`src/ggbs_pkg.sv`:
```
package ggbs_pkg;

   localparam int REQ_W = 240;
   localparam int RSP_W = 40;
   localparam int CX_W = 40;
   localparam int ANG_W = 34;
   localparam int NUM_W = 48;
   localparam int DEN_W = 33;
   localparam int MUL_W = 33;

   localparam logic signed [ANG_W-1:0] HALF_PI_Q28 = 34'sd421657428;
   localparam logic signed [31:0] GAP_MIN_Q16 = 32'sd3276;
   localparam logic signed [31:0] GAP_SUB_Q16 = 32'sd32768;

   localparam logic [15:0] LGAIN_RST = 16'd2048;
   localparam logic [15:0] LLIM_RST = 16'd1638;
   localparam logic [15:0] AGAIN_RST = 16'd6144;
   localparam logic [15:0] ALIM_RST = 16'd4915;
   localparam logic [15:0] GWEIGHT_RST = 16'd7168;
   localparam logic [15:0] ALPHA_RST = 16'd4096;
   localparam logic [15:0] LDB_RST = 16'd410;
   localparam logic [15:0] ADB_RST = 16'd41;

   typedef enum logic [1:0] {
      OP_ODOM = 2'd0,
      OP_GAP  = 2'd1,
      OP_GOAL = 2'd2,
      OP_NONE = 2'd3
   } opcode_type;

   typedef enum logic [2:0] {
      REG_LGAIN   = 3'd0,
      REG_LLIM    = 3'd1,
      REG_AGAIN   = 3'd2,
      REG_ALIM    = 3'd3,
      REG_GWEIGHT = 3'd4,
      REG_ALPHA   = 3'd5,
      REG_LDB     = 3'd6,
      REG_ADB     = 3'd7
   } reg_index_type;

   typedef enum logic [4:0] {
      S_IDLE, S_QA, S_QB, S_QC, S_QD, S_QE, S_YAW, S_ERR, S_SQ1, S_SQ2, S_SQ3,
      S_ROOT, S_BL1, S_BL2, S_BL3, S_DIV, S_ANG, S_LIN, S_FIN, S_OUT
   } state_type;

   // atan(2^-i) in Q5.28
   function automatic logic signed [ANG_W-1:0] atan_step(input logic [4:0] i);
      logic signed [ANG_W-1:0] r;
      case (i)
         5'd0: r = 34'sd210828714;
         5'd1: r = 34'sd124459457;
         5'd2: r = 34'sd65760959;
         5'd3: r = 34'sd33381290;
         5'd4: r = 34'sd16755422;
         5'd5: r = 34'sd8385879;
         5'd6: r = 34'sd4193963;
         5'd7: r = 34'sd2097109;
         5'd8: r = 34'sd1048571;
         5'd9: r = 34'sd524287;
         5'd10: r = 34'sd262144;
         5'd29, 5'd30, 5'd31: r = '0;
         default: r = 34'sd1 <<< (5'd28 - i);
      endcase
      return r;
   endfunction

endpackage

```
`src/ggbs_div.sv`:
```
module ggbs_div
   import ggbs_pkg::*;
(
   input  logic                    clock,
   input  logic                    reset,
   input  logic                    start,
   input  logic signed [NUM_W-1:0] num_in,
   input  logic [DEN_W-1:0]        den_in,
   output logic                    busy,
   output logic signed [NUM_W-1:0] quot
);

   localparam int CW = $clog2(NUM_W);

   logic [DEN_W-1:0] rem_ff, den_ff;
   logic [NUM_W-1:0] n_ff;
   logic [DEN_W:0]   trial;
   logic [CW-1:0]    cnt_ff;
   logic             busy_ff, neg_ff, ge;

   assign trial = {rem_ff, n_ff[NUM_W-1]};
   assign ge = trial >= {1'b0, den_ff};

   always_ff @(posedge clock) begin
      if (reset) begin
         busy_ff <= 1'b0;
      end else if (start) begin
         busy_ff <= 1'b1;
      end else if (busy_ff && cnt_ff == CW'(NUM_W - 1)) begin
         busy_ff <= 1'b0;
      end
   end

   always_ff @(posedge clock) begin
      if (start) begin
         rem_ff <= '0;
         den_ff <= den_in;
         neg_ff <= num_in < 0;
         n_ff <= (num_in < 0) ? NUM_W'(-num_in) : NUM_W'(num_in);
         cnt_ff <= '0;
      end else if (busy_ff) begin
         cnt_ff <= cnt_ff + 1'b1;
         rem_ff <= ge ? DEN_W'(trial - {1'b0, den_ff}) : DEN_W'(trial);
         n_ff <= {n_ff[NUM_W-2:0], ge};
      end
   end

   assign busy = busy_ff;
   assign quot = neg_ff ? -$signed(n_ff) : $signed(n_ff);

endmodule

```
`config.mk`:
```
export PLATFORM = sky130hd
export DESIGN_NAME = ggbs_div
export DESIGN_NICKNAME = d
export VERILOG_FILES = /design/src/ggbs_pkg.sv /design/src/ggbs_div.sv
export SDC_FILE = /design/constraint.sdc
export NUM_CORES = 1
export LEC_CHECK = 0
export CORE_MARGIN = 5
export CORE_UTILIZATION = 59
export CTS_BUF_LIST = sky130_fd_sc_hd__clkbuf_8 sky130_fd_sc_hd__clkbuf_16
export DETAILED_ROUTE_END_ITERATION = 8
export DONT_BUFFER_PORTS = 1
export GPL_TIMING_DRIVEN = 0
export PLACE_DENSITY = 0.86
export RECOVER_POWER = 25
export SYNTH_ARGS = -nofsm -noshare
export SYNTH_HDL_FRONTEND = slang
export SYNTH_SLANG_ARGS = --single-unit
```
`constraint.sdc`:
```
create_clock -name clock -period 3.2 [get_ports clock]
set_clock_uncertainty 0.2 [all_clocks]
set_input_delay 0.32 -clock clock [delete_from_list [all_inputs] [get_ports clock]]
set_output_delay 0.32 -clock clock [all_outputs]
set_load 0.02 [all_outputs]
```
==> reports/metrics.csv <==
metric,value,unit
reg2reg start,n_ff[47],
Yosys reg bits,122,
Mapped Cells,978,
DRT Pass-1 Iters,9,
f_max,232,MHz
largest delay contributor family on the critical path,compound AO/OA/AOI/OAI gates,
Final HPWL DP,16600,µm
most numerous cell in the Yosys netlist,nand2_1,
M1 WL,10800,µm
critical path depth,6,
fraction of registers with async set/reset,0,
Worst R2R End,rem_ff[26],
met3 WL,4600,µm
row count,44,
share of layout cells above drive strength 1,0.209,
Num CTS Buffers,17,
Switching Share,0.349,
NetSw,1.94,mW
initial antenna violation count,1,
number of top-level pins,133,
Root Driver,clkbuf_16,
CTS tree,built,
power share of the combinational group,0.300,
fin nets,1238,
worst min-delay path category,input port to flop,
final worst-path setup slack,-1.11,ns
worst slew pin tran,2.02,ns
GP Congestion,0.934,
Synth Flop Type,edfxtp_1,
CP bufs+invs,1,
routed wire length,33800,µm
DR top layer,met5,
Final Core Density,0.805,
share of the synthesized area in the top cell type,0.287,
number of max-cap violations,2,
"slowest stage cell, crit path",o41ai_1,
final setup vio count,64,
synth warn,0,
clk sinks,122,
DR WL met2,15400,µm
power consumption,5.57,mW
Worst R2R Setup Slack,-0.41,ns
Layout area overhead,35.3,%
vias in the first global route,8486,
vias per cell,7.11,
core area,14400,µm²
Post-synth EDFFs,82,
Rel. slew slack,-0.348,
total gr overflow,0,
global-route wire length before repair,43100,µm
RSZ-0062 raised after global routing,yes,
outcome,finished with violations,
Vias,9338,
Synth area leader,edfxtp_1,
Post-route DRC,6,
Avg Inst Size Synth,8.77,µm²
syn nets,1099,
CP Cell Sequence,or4_4 > nor4_4 > buf_4 > nand3_2 > o41ai_1 > xnor2_1,
Reg2Reg Depth,16,
Crit path largest cell delay,1.34,ns
Die ar.,17100,µm²
Worst Path Required,2.68,ns
CP Capture Type,output port,
Crit path arrival time,3.79,ns
Synth Cell Area,8580,µm²
fin. max-slew vios,37,
Synth area leaders,"edfxtp_1, dfxtp_1, xnor2_1",
Ant. Diodes,0,
Die Span Y,131,µm
Crit Path Category,flop to output port,
initial drt markers,1595,
Worst Path Max Fanout,5,
"Clk Latency, worst-skew pair",0.44,ns
CTS Buffer Depth,2,
Critical Path Source,n_ff[5],
Final period util,1.35,
WL per Instance,25.8,µm
"Seq/Total Area, Yosys",0.380,
Final ANT Viol Nets,0,
Fin. Hold Viols,0,
Critical Path End,quot[20],
pin count of the biggest net entering global routing,35,
P_int,3.63,mW
global-route usage over all layers,0.324,
CTS H-Tree Depth,4,
sequential share of power,0.367,
Buffers on Ports,0,
library cells used by synthesis,67,
Starting Density,0.595,
CP startpoint kind,flop,
WHS,0.0200,ns
die width,131,µm
Peak supply drop,0.344,mV
post-layout min period,4.31,ns
most frequent cells after synthesis,"nand2_1, nor2_1, a21oi_1",
clock-pin slew on the worst setup and hold paths,0.06,ns
PD cells,479,nW/µm²
Pleak,4.45,nW
clock power share,0.332,
failing checks,"DRC, capacitance limit, slew limit, setup timing",
[worst reg2reg max path: cells and delay by family (launching register included)]
| family | cells | cell delay (ns) |
|---|---|---|
| adders and majority gates | 2 | 0.48 |
| DFF | 1 | 0.44 |
| buffers and inverters | 6 | 0.70 |
| AOI/OAI and AO/OA | 6 | 1.55 |
| and+or+nand+nor | 2 | 0.17 |
[sequential cells by signal, summed over array words and instances (netlist names)]
name and count:
cnt_ff 6, rem_ff 33, den_ff 33, neg_ff 1
n_ff 48, busy 1
[per-stage QoR]
stage	setup slack [ns]	cell area (µm²)	std cells	setup TNS, ns
after floorplan	-0.0376	8630	978	-0.0996
after global placement	-0.773	8860	1162	-37.72
after detailed placement	-0.837	8880	1163	-31.39
after CTS	-0.562	11000	1296	-12.32
after global routing	-1.15	11600	1314	-32.95
final	-1.11	11600	1314	-27.59
[what timing repair did]
action | CTS | global route
cloned | 4 | 0
pin swaps | 56 | 60
endpoints found under the setup margin | 63 | 68
resized for setup | 123 | 94
endpoints found under the hold margin | 105 | 0
hold buffers | 72 | 0
buffers inserted | 26 | 21
[final cells by class]
cell class | instances | area [µm²]
buffer | 48 | 253
clock buffer | 17 | 425
clock inverter | 15 | 121
fill | 756 | 2820
inverter | 49 | 184
multi-input combinational | 758 | 5960
sequential | 122 | 3260
tap | 184 | 230
timing repair buffer | 121 | 1170
[layer usage]
layer	track usage	vias to the layer above
met5	0	-
met4	0.155	4
met3	0.0821	344
met2	0.552	882
met1	0.382	4245
li1	-	3863
[logic make-up (layout without fill, tap and decap cells)]
kind of cell	Yosys count	after routing	synth area share
compound gates	267	267	0.206
xor+xnor	120	120	0.123
fa+ha+maj	37	37	0.0548
buf+inv	98	250	0.0433
flops	122	122	0.380
mux	3	3	0.00350
simple gates	331	331	0.190
[cells in the final DEF (no fill, tap or decap), drive strengths merged, types with 9 or more instances in the layout]
| cell | synthesis | final |
|---|---|---|
| nand2 | 106 | 106 |
| nor2 | 92 | 92 |
| a21oi | 83 | 83 |
| edfxtp | 82 | 82 |
| dlygate4sd3 | 0 | 71 |
| clkbuf | 46 | 62 |
| xnor2 | 62 | 62 |
| o21ai | 61 | 61 |
| xor2 | 58 | 58 |
| inv | 49 | 53 |
| buf | 3 | 53 |
| dfxtp | 40 | 40 |
| ha | 36 | 36 |
| o31ai | 34 | 34 |
| nand3 | 23 | 23 |
| a311oi | 22 | 22 |
| nor3 | 16 | 16 |
| or3 | 14 | 14 |
| nor4 | 14 | 14 |
| nand4 | 12 | 12 |
| or4 | 12 | 12 |
| o41ai | 12 | 12 |
| nand2b | 9 | 9 |
| a21o | 9 | 9 |
| a31oi | 9 | 9 |
[power by group through the flow]
stage                     Combinational, mW  Clock (mW)  Sequential [mW]
after global placement                 1.12           0             2.02
after global routing                   1.77        1.92             2.06
after CTS                              1.44        1.82             2.00
final                                  1.67        1.85             2.04
after detailed placement               1.15           0             2.02
after floorplan                       0.955           0             1.98
[how the worst min path moves through the flow]
stage / from / slack (ns) / to / cells past startpoint
after global routing: num_in[2] / 0.01 / n_ff[2] / 2
after CTS: num_in[39] / 0.01 / n_ff[39] / 2
after global placement: reset / 0.19 / busy / 1
after floorplan: reset / 0.19 / busy / 1
after detailed placement: reset / 0.20 / busy / 1
final: num_in[2] / 0.02 / n_ff[2] / 2
(Power assumes the default switching activity.)
