**config.mk**
```make
export PLATFORM = sky130hd
export DESIGN_NAME = ggbs_cordic
export DESIGN_NICKNAME = d
export VERILOG_FILES = /design/src/ggbs_pkg.sv /design/src/ggbs_cordic.sv
export SDC_FILE = /design/constraint.sdc
export NUM_CORES = 1
export LEC_CHECK = 0
export ABC_AREA = 0
export BUFFER_PORTS_ARGS = -buffer_cell sky130_fd_sc_hd__buf_4
export CORE_MARGIN = 2
export CORE_UTILIZATION = 45
export CTS_BUF_LIST = sky130_fd_sc_hd__clkbuf_8 sky130_fd_sc_hd__clkbuf_16
export CTS_CLUSTER_DIAMETER = 200
export DETAILED_ROUTE_END_ITERATION = 8
export SETUP_SLACK_MARGIN = 0.3
export SLEW_MARGIN = 20
export SYNTH_ARGS = -nofsm -noshare
export SYNTH_HDL_FRONTEND = slang
export SYNTH_SLANG_ARGS = --single-unit
```
**constraint.sdc**
```tcl
create_clock -name clock -period 6.8 [get_ports clock]
set_input_delay 1.36 -clock clock [delete_from_list [all_inputs] [get_ports clock]]
set_output_delay 1.36 -clock clock [all_outputs]
set_load 0.1 [all_outputs]
```
**src/ggbs_pkg.sv**
```systemverilog
package ggbs_pkg;

   localparam int REQ_W = 240;
   localparam int RSP_W = 40;
   localparam int CX_W = 40;
   localparam int ANG_W = 34;
   localparam int NUM_W = 48;
   localparam int DEN_W = 33;
   localparam int MUL_W = 33;

   localparam logic signed [ANG_W-1:0] HALF_PI_Q28 = 34'sd421657428;
   localparam logic signed [31:0] GAP_MIN_Q16 = 32'sd3276;
   localparam logic signed [31:0] GAP_SUB_Q16 = 32'sd32768;

   localparam logic [15:0] LGAIN_RST = 16'd2048;
   localparam logic [15:0] LLIM_RST = 16'd1638;
   localparam logic [15:0] AGAIN_RST = 16'd6144;
   localparam logic [15:0] ALIM_RST = 16'd4915;
   localparam logic [15:0] GWEIGHT_RST = 16'd7168;
   localparam logic [15:0] ALPHA_RST = 16'd4096;
   localparam logic [15:0] LDB_RST = 16'd410;
   localparam logic [15:0] ADB_RST = 16'd41;

   typedef enum logic [1:0] {
      OP_ODOM = 2'd0,
      OP_GAP  = 2'd1,
      OP_GOAL = 2'd2,
      OP_NONE = 2'd3
   } opcode_type;

   typedef enum logic [2:0] {
      REG_LGAIN   = 3'd0,
      REG_LLIM    = 3'd1,
      REG_AGAIN   = 3'd2,
      REG_ALIM    = 3'd3,
      REG_GWEIGHT = 3'd4,
      REG_ALPHA   = 3'd5,
      REG_LDB     = 3'd6,
      REG_ADB     = 3'd7
   } reg_index_type;

   typedef enum logic [4:0] {
      S_IDLE, S_QA, S_QB, S_QC, S_QD, S_QE, S_YAW, S_ERR, S_SQ1, S_SQ2, S_SQ3,
      S_ROOT, S_BL1, S_BL2, S_BL3, S_DIV, S_ANG, S_LIN, S_FIN, S_OUT
   } state_type;

   // atan(2^-i) in Q5.28
   function automatic logic signed [ANG_W-1:0] atan_step(input logic [4:0] i);
      logic signed [ANG_W-1:0] r;
      case (i)
         5'd0: r = 34'sd210828714;
         5'd1: r = 34'sd124459457;
         5'd2: r = 34'sd65760959;
         5'd3: r = 34'sd33381290;
         5'd4: r = 34'sd16755422;
         5'd5: r = 34'sd8385879;
         5'd6: r = 34'sd4193963;
         5'd7: r = 34'sd2097109;
         5'd8: r = 34'sd1048571;
         5'd9: r = 34'sd524287;
         5'd10: r = 34'sd262144;
         5'd29, 5'd30, 5'd31: r = '0;
         default: r = 34'sd1 <<< (5'd28 - i);
      endcase
      return r;
   endfunction

endpackage

```
**src/ggbs_cordic.sv**
```systemverilog
module ggbs_cordic
   import ggbs_pkg::*;
#(
   parameter int STEPS = 16
) (
   input  logic                    clock,
   input  logic                    reset,
   input  logic                    start,
   input  logic signed [CX_W-1:0]  x_in,
   input  logic signed [CX_W-1:0]  y_in,
   output logic                    busy,
   output logic signed [15:0]      angle
);

   localparam int IW = $clog2(STEPS);

   logic signed [CX_W-1:0]  x_ff, y_ff, xs, ys, dx, dy;
   logic signed [ANG_W-1:0] z_ff, zs, step, zr;
   logic [IW-1:0]           cnt_ff;
   logic                    busy_ff, zero_ff;

   always_comb begin
      xs = x_in;
      ys = y_in;
      zs = '0;
      if (x_in < 0) begin
         if (y_in >= 0) begin
            xs = y_in;
            ys = -x_in;
            zs = HALF_PI_Q28;
         end else begin
            xs = -y_in;
            ys = x_in;
            zs = -HALF_PI_Q28;
         end
      end
      dx = y_ff >>> cnt_ff;
      dy = x_ff >>> cnt_ff;
      step = atan_step(5'(cnt_ff));
      zr = (z_ff + (34'sd1 <<< 15)) >>> 16;
   end

   always_ff @(posedge clock) begin
      if (reset) begin
         busy_ff <= 1'b0;
      end else if (start) begin
         busy_ff <= 1'b1;
      end else if (busy_ff && cnt_ff == IW'(STEPS - 1)) begin
         busy_ff <= 1'b0;
      end
   end

   always_ff @(posedge clock) begin
      if (start) begin
         x_ff <= xs;
         y_ff <= ys;
         z_ff <= zs;
         cnt_ff <= '0;
         zero_ff <= (x_in == 0) && (y_in == 0);
      end else if (busy_ff) begin
         cnt_ff <= cnt_ff + 1'b1;
         if (y_ff >= 0) begin
            x_ff <= x_ff + dx;
            y_ff <= y_ff - dy;
            z_ff <= z_ff + step;
         end else begin
            x_ff <= x_ff - dx;
            y_ff <= y_ff + dy;
            z_ff <= z_ff - step;
         end
      end
   end

   assign busy = busy_ff;
   assign angle = zero_ff ? 16'sd0 : 16'(zr);

endmodule

```
==> impl_metrics.env <==
export IMPL_status="finished, final reports clean"
export IMPL_start_util_pct=45.6
export IMPL_cts_tree="yes"
export IMPL_die_area_um2=46600
export IMPL_insertedDiodeCount=0
export IMPL_dr_pass1_iters=6
export IMPL_ys_ff_latch=118
export IMPL_wl_per_cell_um=22.2
export IMPL_hold_viol=0
export IMPL_grt_pass1_wl_um=108000
export IMPL_post_synth_cell_area_avg_um2=7.98
export IMPL_vias=20146
export IMPL_dr_wl_met2_um=31400
export IMPL_fp_dieH_um=216
export IMPL_drc=0
export IMPL_io_pins=100
export IMPL_critPathKind="flop to flop"
export IMPL_ys_flop_type="edfxtp_1"
export IMPL_max_slew_margin_rel_pct=39.9
export IMPL_cts_inserted_buffers=17
export IMPL_start_kind="flop"
export IMPL_timing_final_crit_period_ns=6.23
export IMPL_overflow=0
export IMPL_grt_pass1_vias=19130
export IMPL_fillers=4298
export IMPL_cts_hold_buf=0
export IMPL_synth_fp_nets=2741
export IMPL_yosys_warnings=0
export IMPL_hold_path_class="flop to flop"
export IMPL_final_nets=2768
export IMPL_cap_violations=0
export IMPL_top_layer_used="met4"
export IMPL_syn_area_um2=20200
export IMPL_crit_arrival_ns=6.42
export IMPL_drt_iter0_markers=2107
export IMPL_worst_pin_slew_ns=0.889
export IMPL_htreeDepth=4
export IMPL_area_growth_pct=10.1
export IMPL_synth_edf_count=113
export IMPL_met3WireLength_um=6330
export IMPL_route_layer_met1_wl_um=30200
export IMPL_grt_max_degree=159
export IMPL_clkLatencyLatePin_ns=0.48
export IMPL_core_um2=44200
export IMPL_crit_fanout=11
export IMPL_port_buffers=99
export IMPL_finalSetupViolations=0
export IMPL_async_reset_ff_share_pct=0
export IMPL_rsz0062_at_grt="false"
export IMPL_drive_gt1_share_pct=14.0
export IMPL_antenna_found_initial=0
export IMPL_syn_inst=2528
export IMPL_critPathLaunch="cnt_ff[1]"
export IMPL_cp_data_required_time_ns=6.99
export IMPL_wirelength_um=70000
export IMPL_worstHoldStart="busy"
export IMPL_fin_crit_sh_pct=91.6
export IMPL_drv_slew=0
export IMPL_viasPerCell=6.38
export IMPL_end_kind="flop"
export IMPL_dieWidth_um=216
export IMPL_yosysSeqAreaShare_pct=17.3
export IMPL_clock_sinks=118
export IMPL_r2r_start="cnt_ff[1]"
export IMPL_grt_usage_pct=29.3
export IMPL_synth_cell_types=82
export IMPL_tns_ns=0
export IMPL_num_rows=77
export IMPL_finalWeightedCongestion=0.989
export IMPL_finClkSkew_ns=0.0223
export IMPL_post_dp_hpwl_um=53600
export IMPL_ant_nets=0
export IMPL_root_buffer="clkbuf_16"
export IMPL_path_clk_slew_ns=0.06
export IMPL_cts_path_max_buffers=2
export IMPL_max_freq_mhz=160
[per-stage QoR]
step	area [um2]	setup slack, ns	utilization [%]	hold WS, ns	std cells
after CTS	22000	0.332	49.8	0.657	3144
after global routing	22200	0.300	50.3	0.696	3158
after global placement	21500	0.299	48.5	0.634	3114
final	22200	0.568	50.3	0.659	3158
after detailed placement	21500	0.330	48.5	0.646	3114
after floorplan	20200	0.362	-	0.599	2528
[cell type report]
type,count,area (um2),share of cell area (%)
clock inverters,13,118,0.529
clock buffers,17,425,1.91
flip-flops and latches,118,3510,15.8
multi-input cells,2195,15900,71.4
well taps,592,741,3.33
inverters,58,218,0.980
repair buffers,165,1350,6.09
[path summary, 6_finish.rpt]
kind | end | slack [ns] | cells past startpoint
max | x_ff[39] | 0.57 | 19
min | busy | 0.66 | 2
max reg2reg | x_ff[39] | 0.57 | 19
min reg2reg | busy | 0.66 | 2
[flip-flops by register name, indices dropped and copies added (netlist names)]
signal and count:
busy 1, cnt_ff 4, x_ff 40, y_ff 40, z_ff 32, zero_ff 1
[cells by family (layout without fill, tap and decap cells)]
kind of cell | after synthesis | count (layout) | share of synthesized area [%]
buffers and inverters | 215 | 253 | 4.41
XOR/XNOR | 274 | 274 | 11.9
flip-flops | 118 | 118 | 17.3
AO/OA/AOI/OAI | 826 | 826 | 25.8
multiplexers | 184 | 184 | 14.0
AND/OR/NAND/NOR | 781 | 781 | 18.4
adder cells (fa/ha/maj) | 130 | 130 | 8.17
[cell usage after synthesis (6+ instances only)]
master	n	area, um2
o211ai_1	82	616
clkbuf_1	103	387
nor2b_1	16	100
xnor2_1	156	1370
o21a_1	13	97.6
and3_1	21	131
edfxtp_1	113	3390
and2_1	21	131
nand2_1	284	1070
or4_1	13	97.6
xor2_1	118	1030
a22oi_1	10	75.1
or3_1	29	181
inv_1	56	210
o31ai_1	31	233
o21ai_0	248	1240
a31oi_1	25	156
or2_2	18	113
mux2i_1	62	621
a31o_2	7	61.3
nand4_1	24	150
o21bai_1	16	120
nand2b_1	30	188
a41oi_1	6	52.6
and4_1	6	52.6
ha_1	127	1590
nor2_1	171	642
buf_2	18	90.1
a21boi_0	6	45.0
a21o_1	91	683
nor4_1	17	106
nand3_1	68	340
mux4_2	74	1670
nor3_1	38	190
buf_1	26	97.6
a21oi_1	188	941
mux2_2	48	541
a211o_1	9	78.8
o41ai_1	11	96.3
buf_6	6	67.6
a211oi_1	25	188
[cell usage in the layout, fill, tap and decap left out, types with 37 or more instances in the layout]
cell type	Yosys	layout
nand3_1	68	67
nor3_1	38	37
mux2_2	48	48
buf_4	4	154
edfxtp_1	113	113
mux2i_1	62	62
nor2_1	171	171
a21oi_1	188	186
xor2_1	118	118
o211ai_1	82	82
xnor2_1	156	156
inv_1	56	56
a21o_1	91	91
o21ai_0	248	245
nand2_1	284	284
ha_1	127	127
mux4_2	74	74
[critical path, stage by stage, from the launching register on]
cell	delay [ns]
dfxtp_4	0.46
buf_6	0.20
mux4_2	0.55
or2_1	0.26
a211o_1	0.28
o32a_1	0.27
or4_1	0.66
or4b_4	0.59
or4_1	0.42
o21ai_1	0.14
ha_1	0.35
a21o_1	0.19
a21o_1	0.19
a21o_1	0.18
a21o_1	0.18
a221o_1	0.31
a41oi_1	0.25
o21ai_0	0.17
xnor2_1	0.22
o21ai_1	0.07
[metal layers]
layer  GRT usage (%)  up-vias
li1                -     9541
met1            40.1     9573
met2            46.7      898
met3            5.40      134
met4            9.68        0
met5               0        -
[what timing repair did]
action                     4_1_cts  5_1_grt
setup endpoints to repair        2       23
buffers inserted                 0       13
gates cloned                     0        1
gates resized for setup          2       16
pin swaps                        0        1
Power is left out: the tool's default activity adds up to more than one toggle a clock period on the data nets, which glitch-free logic cannot reach.
